==> config.mk <==
export PLATFORM = sky130hd
export DESIGN_NAME = fuca_scan
export DESIGN_NICKNAME = d
export VERILOG_FILES = /design/src/design/fuca_pkg.sv /design/src/design/fuca_scan.sv
export SDC_FILE = /design/constraint.sdc
export NUM_CORES = 1
export LEC_CHECK = 0
export ABC_CLOCK_PERIOD_IN_PS = 12200
export BUFFER_PORTS_ARGS = -buffer_cell sky130_fd_sc_hd__buf_2
export CORE_MARGIN = 3
export CORE_UTILIZATION = 35
export DETAILED_ROUTE_END_ITERATION = 6
export HOLD_SLACK_MARGIN = 0.06
export PLACE_DENSITY = 0.7
export SYNTH_ARGS = -nofsm -noshare
export SYNTH_HDL_FRONTEND = slang
export SYNTH_SLANG_ARGS = --single-unit
==> constraint.sdc <==
create_clock -name clk -period 12.2 [get_ports clk]
set_clock_uncertainty 0.15 [all_clocks]
set_input_delay 1.22 -clock clk [delete_from_list [all_inputs] [get_ports clk]]
set_output_delay 1.22 -clock clk [all_outputs]
set_load 0.1 [all_outputs]
==> src/design/fuca_pkg.sv <==
// shared types and constants for the farthest-use cache admission block
`default_nettype none

package fuca_pkg;

	localparam logic [31:0] CAP_RESET = 32'd1048576;

	typedef struct packed {
		logic [31:0] object_id;
		logic [31:0] object_size;
		logic        recurs;
		logic [31:0] next_use_index;
	} fuca_req_t;

	typedef struct packed {
		logic       hit;
		logic       admitted;
		logic [6:0] evictions;
	} fuca_rsp_t;

	typedef struct packed {
		logic        valid;
		logic [31:0] id;
		logic [31:0] size;
		logic [31:0] next_use;
	} fuca_entry_t;

	typedef struct packed {
		logic hit;
		logic free_found;
		logic victim_found;
	} fuca_scan_t;

	typedef enum logic [2:0] {
		ST_CLEAR,
		ST_IDLE,
		ST_LOOKUP,
		ST_EVCHK,
		ST_EVSCAN,
		ST_FIN
	} fuca_state_t;

endpackage

`default_nettype wire

==> src/design/fuca_scan.sv <==
// shared compare unit: hit match, lowest free slot and farthest-use victim over one pass
`default_nettype none

module fuca_scan
	import fuca_pkg::*;
#(
	parameter int ENTRIES = 64
) (
	input  wire logic                       clk,
	input  wire logic                       arst_n,
	input  wire logic                       clr,
	input  wire logic                       beat,
	input  wire logic [$clog2(ENTRIES)-1:0] slot,
	input  wire fuca_entry_t                entry,
	input  wire logic [31:0]                key_id,
	input  wire logic [31:0]                key_size,
	input  wire logic [31:0]                now,
	output      fuca_scan_t                 status,
	output      logic [$clog2(ENTRIES)-1:0] free_slot,
	output      logic [$clog2(ENTRIES)-1:0] victim_slot,
	output      logic [31:0]                victim_size
);

	localparam int AW = $clog2(ENTRIES);

	fuca_scan_t     stat_q;
	logic [AW-1:0]  free_slot_q;
	logic [AW-1:0]  victim_slot_q;
	logic [31:0]    victim_size_q;
	logic [31:0]    best_q;
	logic [31:0]    use_gap;
	logic           match;
	logic           take_victim;

	always_comb begin
		use_gap = (entry.next_use > now) ? (entry.next_use - now) : (now - entry.next_use);
		match = entry.valid && (entry.id == key_id) && (entry.size == key_size);
		// >= so that later slots win ties
		take_victim = entry.valid && (!stat_q.victim_found || (use_gap >= best_q));
	end

	always_ff @(posedge clk or negedge arst_n) begin
		if (!arst_n) begin
			stat_q <= '0;
		end else if (clr) begin
			stat_q <= '0;
		end else if (beat) begin
			if (match) begin
				stat_q.hit <= 1'b1;
			end
			if (!entry.valid) begin
				stat_q.free_found <= 1'b1;
			end
			if (take_victim) begin
				stat_q.victim_found <= 1'b1;
			end
		end
	end

	always_ff @(posedge clk) begin
		if (beat) begin
			if (!entry.valid && !stat_q.free_found) begin
				free_slot_q <= slot;
			end
			if (take_victim) begin
				best_q        <= use_gap;
				victim_slot_q <= slot;
				victim_size_q <= entry.size;
			end
		end
	end

	assign status      = stat_q;
	assign free_slot   = free_slot_q;
	assign victim_slot = victim_slot_q;
	assign victim_size = victim_size_q;

endmodule

`default_nettype wire

After elaboration in Yosys (flattened, before gate mapping)
Cells that the tools add are included.
{ "totals": {"ff_bits": 79} }
{ "op_classes": {"n_addsub": 2, "magnitude_cmp": 2, "eq_ne": 3, "n_mux": 6, "n_reduce_logical": 16} }
{ "ops": {"columns": ["operator", "n"], "rows": [
  ["$eq A32 B32 Y1", 2],
  ["$sub A32 B32 Y32", 2],
  ["$ge A32 B32 Y1", 1],
  ["$gt A32 B32 Y1", 1],
  ["$mux W32", 1],
  ["$reduce_and A2 Y1", 5],
  ["$mux W3", 2],
  ["$reduce_bool A2 Y1", 3],
  ["$logic_and A1 B1 Y1", 4],
  ["$logic_not A1 Y1", 3],
  ["$mux W1", 3],
  ["$ne A2 B2 Y1 const B", 1],
  ["$logic_or A1 B1 Y1", 1]
]} }

Logic depth before layout (Yosys ltp)
Gate-level depths: netlist of run 1.
{ "depth": {"word_depth": 8, "ltp_mapped": 24, "mapped_depth_nobuf": 23} }

Least setup slack after synthesis of run 1
No wires, ideal clock.
{ "synth_path": {"path_type": "input to register", "start": "input port entry[0] (netlist name)", "end": "register best_q[0], enable pin", "t_arrival_ns": 8.316, "path_slack_ns": 3.193, "path_stages": 24, "n_path_buf": 2, "path_cell_list": "inv_1 ha_1 inv_1 fa_1 a21o_1 a221o_1 o21a_1 a21o_1 o21bai_1 buf_2 buf_2 nand2_1 nand3_1 xor2_1 ha_1 a21o_1 a21oi_1 nor2b_1 o21ai_0 nand2b_1 a21oi_1 nor2b_1 o21ai_0 a31oi_1"} }
{ "synth_via": {"elab_chain_cells": 6, "word_cells_on_any_way": 8, "cone_classes": "2 x add/sub; 2 x order compare; 1 x mux; 3 x reduce/logical"} }
{ "synth_rtl": {"columns": ["element", "line_no", "text"], "rows": [
  ["start: declaration", "fuca_scan.sv:14", "input wire fuca_entry_t entry,"],
  ["$sub A32 B32 Y32 or $gt A32 B32 Y1 (tied branches)", "fuca_scan.sv:36", "use_gap = (entry.next_use > now) ? (entry.next_use - now) : (now - entry.next_use);"],
  ["$mux W32 *", "fuca_scan.sv:36", null],
  ["via use_gap[25]", "fuca_scan.sv:31", "logic [31:0] use_gap;"],
  ["$ge A32 B32 Y1 *", "fuca_scan.sv:39", "take_victim = entry.valid && (!stat_q.victim_found || (use_gap >= best_q));"],
  ["$logic_or A1 B1 Y1 *", "fuca_scan.sv:39", null],
  ["$logic_and A1 B1 Y1 *", "fuca_scan.sv:39", null],
  ["$reduce_and A2 Y1 (no line) *", null, null],
  ["end signal: assignment", "fuca_scan.sv:66", "best_q <= use_gap;"],
  ["end: declaration", "fuca_scan.sv:30", "logic [31:0] best_q;"]
]} }
The timed path passes the listed nets; every way through them passes the cells marked *.
A chain may end at the register's enable or synchronous reset.

Worst setup path after layout of run 1
{ "layout_path": {"start": "input port entry[25] (netlist name)", "end": "register victim_size_q[29] (netlist: victim_size[29]), enable pin"} }
{ "layout_via": {"elab_chain_cells": 6, "word_cells_on_any_way": 8, "cone_classes": "2 x add/sub; 2 x order compare; 1 x mux; 3 x reduce/logical"} }
{ "layout_rtl": {"columns": ["element", "line_no", "text"], "rows": [
  ["$sub A32 B32 Y32 or $gt A32 B32 Y1 (tied branches)", "fuca_scan.sv:36", null],
  ["$mux W32 *", "fuca_scan.sv:36", null],
  ["via use_gap[25]", "fuca_scan.sv:31", null],
  ["$ge A32 B32 Y1 *", "fuca_scan.sv:39", null],
  ["$logic_or A1 B1 Y1 *", "fuca_scan.sv:39", null],
  ["$logic_and A1 B1 Y1 *", "fuca_scan.sv:39", null],
  ["$reduce_and A2 Y1 (no line) *", null, null],
  ["end signal: assignment", "fuca_scan.sv:68", "victim_size_q <= entry.size;"],
  ["end: declaration", "fuca_scan.sv:29", "logic [31:0] victim_size_q;"]
]} }
Marked as above.

==> results.sh, run 1 <==
export IMPL_die_area_um2=23100
export IMPL_fin_cells=1346
export IMPL_crit_required_ns=12.02
export IMPL_drive_above_1_share_pct=26.0
export IMPL_vias_per_cell=5.21
export IMPL_critical_path_max_fanout=42
export IMPL_cts_hold_buf=0
export IMPL_synth_top_cell_area_share_pct=30.6
export IMPL_synth_most_common_cell="inv_1"
export IMPL_die_h_um=152
export IMPL_synth_seq_cells=79
export IMPL_rr_startpoint="best_q[0]"
export IMPL_synth_fp_nets=1139
export IMPL_route_vias_total=7015
export IMPL_htree_levels=3
export IMPL_dp_cells=1330
export IMPL_grt_pass1_vias=7060
export IMPL_cts_setup_buffers=0
export IMPL_path_cells="buf_2 > inv_1 > ha_1 > nand4_1 > or4_4 > a21oi_1 > a21o_1 > o21ba_1 > nand4_1 > nand3_1 > nand3_1 > xor2_1 > ha_1 > a21o_1 > a21oi_1 > nor2b_1 > o21ai_0 > nand2b_1 > a21oi_1 > nor2b_1 > o21ai_0 > a31oi_4 > buf_4"
export IMPL_area_delta_synth_final_pct=23.2
export IMPL_cellPowerDensity_nw_per_um2=110
export IMPL_r2r_cells=11
export IMPL_yosys_warnings=0
export IMPL_worst_slew_pin_slew_ns=1.10
export IMPL_clock_path_buffers=2
export IMPL_hold_depth=2
export IMPL_cp_start_kind="input port"
export IMPL_cp_slowest_stage_delay_ns=0.87
export IMPL_slowest_stage="o21ba_1"
export IMPL_io_buffers=249
export IMPL_rows=52
export IMPL_die_w_um=152
export IMPL_grt_max_degree=43
export IMPL_drt_iter0_markers=374
export IMPL_setup_viol=0
export IMPL_netlist_area_um2=7460
export IMPL_synthArstFlopShare_pct=3.80
export IMPL_seq_area_frac_synth_pct=31.6
export IMPL_critical_path_endpoint_type="flip-flop"
export IMPL_synth_area_top_cells="edfxtp_1 31%, ha_1 16%, xnor2_1 6.1%"
export IMPL_critPathMostFrequentCell="a21oi_1"
export IMPL_ant_nets=0
export IMPL_hp_class="flip-flop to flip-flop"
export IMPL_ys_types=61
export IMPL_cts_resized=0
export IMPL_status="finished clean"
export IMPL_coreArea_um2=20600
export IMPL_syn_mean_instance_area_um2=8.89
export IMPL_hpwl_mm=18.3
export IMPL_relSlewSlack_pct=26.7
export IMPL_cts_buffers=9
export IMPL_min_period_ns=7.34
export IMPL_fill_cells=2034
export IMPL_p_leak_uw=0.00440
export IMPL_synthTopCellsByCount="117 x inv_1, 95 x ha_1, 76 x edfxtp_1"
export IMPL_rsz0062_at_grt="no"
export IMPL_synth_area_leader_cell="edfxtp_1"
export IMPL_grt_pass1_wl_mm=35.1
export IMPL_routed_wl_mm=21.9
export IMPL_hold_viol=0
export IMPL_dr_pass1_iters=6
export IMPL_grt_overflow_total=0
export IMPL_start_util_pct=36.3
export IMPL_timing_fmax_mhz=136
export IMPL_clockRootBuffer="clkbuf_16"
export IMPL_startpoint="entry[25]"
export IMPL_arrival_ns=7.16
export IMPL_synth_edf_count=76
export IMPL_gp_congestion=0.907
export IMPL_cts_sinks=79
export IMPL_final_setup_tns_ns=0
export IMPL_num_nets_final=1371
export IMPL_cts_tree="built"
export IMPL_maxCapViolations=0
export IMPL_synthCells=839
export IMPL_ios=250
export IMPL_clock_latency_ns=0.34
export IMPL_slew_violations=0
export IMPL_drcViolationCount=0
export IMPL_grt_use_total_pct=18.2
export IMPL_antenna_found_initial=0
export IMPL_diodes=0
export IMPL_fin_crit_sh_pct=60.1
export IMPL_routedWlPerCell_um=16.3
export IMPL_min_from="status[2]"
export IMPL_vdd_drop_max_v=0.0000574
export IMPL_path_class="input port to flip-flop"
export IMPL_synth_ff_type="edfxtp_1"
export IMPL_clk_pin_slew_ns=0.06
cell usage in the layout (no fill, tap or decap), types with 3 or more instances in the layout:
master | Yosys | final
inv_1 | 117 | 117
or3_1 | 6 | 6
a211o_1 | 3 | 3
nand2b_1 | 8 | 8
a41oi_1 | 3 | 3
nor2b_1 | 11 | 11
a21o_1 | 28 | 28
ha_1 | 95 | 95
xnor2_1 | 52 | 52
a21oi_1 | 71 | 71
a31oi_1 | 7 | 6
xor2_1 | 28 | 28
dfrtp_1 | 3 | 3
or4_1 | 4 | 4
o21bai_1 | 8 | 7
nand3b_1 | 3 | 3
edfxtp_1 | 76 | 76
and3_1 | 5 | 5
a31o_2 | 3 | 3
o21a_1 | 9 | 9
nor3_1 | 9 | 9
a211oi_1 | 4 | 4
o2111ai_1 | 3 | 3
inv_6 | 0 | 4
o22ai_1 | 7 | 7
nand4_1 | 29 | 29
a221oi_1 | 5 | 5
buf_2 | 13 | 249
o2bb2ai_1 | 5 | 5
clkbuf_16 | 0 | 9
nor2_1 | 33 | 33
mux2i_1 | 5 | 5
a2111oi_0 | 3 | 3
nor4_1 | 9 | 9
o21ai_0 | 42 | 42
o211ai_1 | 7 | 7
nand2_1 | 60 | 60
nand3_1 | 18 | 18
registers in the layout (all words and copies together), names as in the netlist:
register and count:
victim_slot 6, victim_size 32, best_q 32, free_slot 6, status 3
metrics by stage:
step	power (µW)	area (µm²)	util [%]	hold WS, ns	worst slack (ns)
after CTS	1020	9190	44.7	0.381	4.86
after detailed placement	755	8910	43.3	0.364	4.53
final	1010	9190	44.7	0.374	4.86
after global placement	748	8910	43.3	0.342	4.67
after floorplan	643	7460	-	0.774	3.19
after global routing	1080	9190	44.7	0.419	4.40
power by group:
part / leakage, µW / total, µW / switching, µW / internal, µW
clock network: 0.000137 / 258 / 117 / 141
registers: 0.000750 / 335 / 5.73 / 329
logic: 0.00351 / 418 / 263 / 154
final cells by class:
cell class	instances	area (µm²)	share of cell area (%)
tap	270	338	3.68
clock inverter	7	60.1	0.653
inverter	117	439	4.78
multi-input combinational	613	4510	49.1
timing repair buffer	251	1260	13.7
sequential	79	2360	25.6
clock buffer	9	225	2.45
cells by family after synthesis:
family | synth area share [%]
AO/OA/AOI/OAI | 19.7
XOR/XNOR | 9.39
adder cells (fa/ha/maj) | 16.5
buffers and inverters | 8.17
flip-flops | 31.6
multiplexers | 0.671
AND/OR/NAND/NOR | 14.0
path summary, 6_finish.rpt:
| check | endpoint | slack [ns] |
|---|---|---|
| hold reg to reg | status[2] | 0.37 |
| hold / removal | status[2] | 0.37 |
| min in group asynchronous | status[0] | 0.53 |
| setup / recovery | victim_size[29] | 4.86 |
| max in group asynchronous | status[2] | 11.26 |
| setup reg to reg | victim_size[29] | 8.28 |
routing by layer:
metal	global-route usage [%]	vias up	share of wire (%)
met3	2.08	47	5.5
met4	7.41	0	3.1
met5	0	-	0
met1	22.1	3218	42
met2	33.0	285	50
li1	-	3465	-
critical path, delay by kind of cell:
family / cells / cell delay, ns
AO/OA/AOI/OAI: 9 / 2.45
AND/OR/NAND/NOR: 8 / 1.64
adder cells (fa/ha/maj): 2 / 0.84
buffers and inverters: 3 / 0.75
XOR/XNOR: 1 / 0.21
Power figures use the tool's default switching activity.
==> run 2: changes to the inputs <==
Settings changed: ABC_AREA set to 1, ABC_CLOCK_PERIOD_IN_PS 12200 to 6500.
Clock period 12.2 ns to 6.5 ns, I/O delays scaled along.
==> run 2 against run 1 <==
Critical path depth rose by 1. Combinational power is 120% higher. Via count increased by 42%. Hold slack got worse by 0.017 ns. Register-to-register slack got worse by 4.2 ns. Non-clock buffer count increased by 1. Die area increased by 26%. Design area is 24% higher. Power rose by 100%. Largest cell class unchanged. Largest power group unchanged.
==> results.sh, run 2 <==
export IMPL_hp_class="input port to flip-flop"
export IMPL_pre_cts_ws_ns=1.38
export IMPL_die_area_um2=29100
export IMPL_clockRootBuffer="clkbuf_16"
export IMPL_critical_path_max_fanout=38
export IMPL_setup_ws_ns=1.74
export IMPL_wl_met3_mm=1.85
export IMPL_worst_slew_pin_slew_ns=0.839
export IMPL_path_class="input port to flip-flop"
export IMPL_synth_area_leader_cell="nand2_1"
export IMPL_setup_viol=0
export IMPL_cts_resized=0
export IMPL_clock_latency_ns=0.34
export IMPL_num_nets_final=2105
export IMPL_yosys_warnings=0
export IMPL_ios=250
export IMPL_die_h_um=171
export IMPL_cp_start_kind="input port"
export IMPL_min_period_ns=4.76
export IMPL_synthCells=1552
export IMPL_htree_levels=3
export IMPL_wl_met1_mm=12.6
export IMPL_synth_seq_cells=79
export IMPL_cts_buffers=9
export IMPL_cts_setup_buffers=0
export IMPL_synth_ff_type="edfxtp_1"
export IMPL_route_vias_total=9971
export IMPL_cts_sinks=79
export IMPL_synth_edf_count=76
export IMPL_synthArstFlopShare_pct=3.80
export IMPL_timing_fmax_mhz=210
export IMPL_top_layer="met4"
export IMPL_rsz0062_at_grt="no"
export IMPL_io_buffers=249
export IMPL_gp_congestion=0.967
export IMPL_placed_area_um2=11100
export IMPL_post_route_util_pct=43.3
export IMPL_clock_path_buffers=2
export IMPL_area_delta_synth_final_pct=20.5
export IMPL_seq_area_frac_synth_pct=24.9
export IMPL_arrival_ns=4.58
export IMPL_drive_above_1_share_pct=16.5
export IMPL_wl_met2_mm=14.9
export IMPL_p_leak_uw=0.00688
export IMPL_dr_pass1_iters=5
export IMPL_vias_per_cell=4.65
export IMPL_hold_viol=0
export IMPL_antenna_found_initial=2
export IMPL_slew_violations=0
export IMPL_routedWlPerCell_um=14.2
export IMPL_ant_nets=0
export IMPL_synth_area_top_cells="nand2_1 25%, edfxtp_1 24%, inv_1 15%"
export IMPL_synthTopCellsByCount="630 x nand2_1, 379 x inv_1, 95 x ha_1"
export IMPL_synth_most_common_cell="nand2_1"
export IMPL_clk_pin_slew_ns=0.06
export IMPL_netlist_area_um2=9470
export IMPL_grt_overflow_total=0
export IMPL_status="finished clean"
export IMPL_hpwl_mm=26.8
export IMPL_drcViolationCount=0
export IMPL_drt_iter0_markers=597
export IMPL_stdcell_area_um2=11400
export IMPL_grt_pass1_wl_mm=46.0
export IMPL_grt_max_degree=39
export IMPL_grt_pass1_vias=9236
export IMPL_cts_tree="built"
export IMPL_grt_use_total_pct=20.1
export IMPL_routed_wl_mm=30.4
export IMPL_vdd_drop_max_v=0.000125
export IMPL_maxCapViolations=0
export IMPL_ys_types=34
export IMPL_syn_mean_instance_area_um2=6.10
export IMPL_die_w_um=171
export IMPL_final_setup_tns_ns=0
export IMPL_mostFrequentLayoutCells="630 x nand2_1, 379 x inv_1, 249 x buf_2"
export IMPL_synth_top_cell_area_share_pct=25.0
export IMPL_final_common_cell="nand2_1"
export IMPL_cellPowerDensity_nw_per_um2=181
export IMPL_rows=59
export IMPL_synth_fp_nets=1852
export IMPL_crit_required_ns=6.32
export IMPL_coreArea_um2=26400
export IMPL_start_util_pct=35.9
export IMPL_fin_crit_sh_pct=73.2
export IMPL_relSlewSlack_pct=43.9
export IMPL_critical_path_endpoint_type="flip-flop"
==> run 2: per-stage QoR <==
step,power (µW),std cells,hold slack [ns]
6_report,2070,2146,0.357
5_1_grt,2220,2145,0.350
4_1_cts,2080,2145,0.345
3_5_place_dp,1570,2128,0.309
3_3_place_gp,1550,2128,0.300
2_1_floorplan,1290,1552,0.204
==> run 2: metal layers <==
metal | up-vias | track usage, %
li1 | 5164 | -
met1 | 4422 | 23.8
met2 | 333 | 37.5
met3 | 52 | 2.43
met4 | 0 | 6.49
met5 | - | 0
==> run 2: cells by family (layout without fill, tap and decap cells) <==
| group | count (synthesis) | count (layout) | share of synthesized area, % |
|---|---|---|---|
| flops | 79 | 79 | 24.9 |
| xor+xnor | 61 | 61 | 5.64 |
| simple gates | 828 | 828 | 35.3 |
| other cells | 0 | 1 | 0 |
| fa+ha+maj | 97 | 97 | 13.0 |
| compound gates | 92 | 92 | 5.30 |
| buf+inv | 395 | 653 | 15.9 |
==> run 2: timing repair <==
| item | 4_1_cts | 5_1_grt |
|---|---|---|
| endpoints found under the hold margin | 3 | 0 |
| setup endpoints to repair | 0 | 0 |
| hold buffers | 1 | 0 |
==> run 2: final timing paths <==
check                      startpoint        endpoint  slack [ns]  cells after the start
min in group asynchronous      arst_n       status[2]        0.53                      2
max in group asynchronous      arst_n       status[1]        5.55                      2
min reg2reg                 status[2]       status[2]        0.36                      2
max                          entry[0]  victim_size[0]        1.74                     24
min                           slot[2]    free_slot[2]        0.36                      1
max reg2reg                best_q[31]  victim_size[0]        4.04                      9
==> run 2: where the power goes <==
group | total [µW] | internal [µW] | switching [µW] | leakage (µW)
sequential | 622 | 612 | 10.7 | 0.000746
clock | 508 | 302 | 206 | 0.000147
combinational | 936 | 298 | 637 | 0.00599
==> run 2: cell type report <==
cell class / count / area (µm²)
clock inverter: 7 / 81.3
fill: 2842 / 14900
inverter: 385 / 1450
multi-input combinational: 1078 / 5620
sequential: 79 / 2360
tap: 335 / 419
timing repair buffer: 252 / 1270
clock buffer: 9 / 225
antenna: 1 / 2.50
==> run 2: worst max-delay path: stages <==
cell and delay, ns:
buf_2 0.09, inv_1 0.04, ha_1 0.18, inv_1 0.13, fa_1 0.29, nand3_1 0.10
nand3_1 0.15, nand2_1 0.08, nand2_2 0.11, nand2_2 0.06, nand2_2 0.08, nand2_2 0.08
a21boi_4 0.67, nand2_1 0.11, nand2_1 0.10, inv_1 0.05, ha_1 0.28, nand2_1 0.07
nor2_1 0.14, nand4_1 0.12, nor4_1 0.21, nand2_1 0.14, a21oi_4 0.17, buf_4 0.44
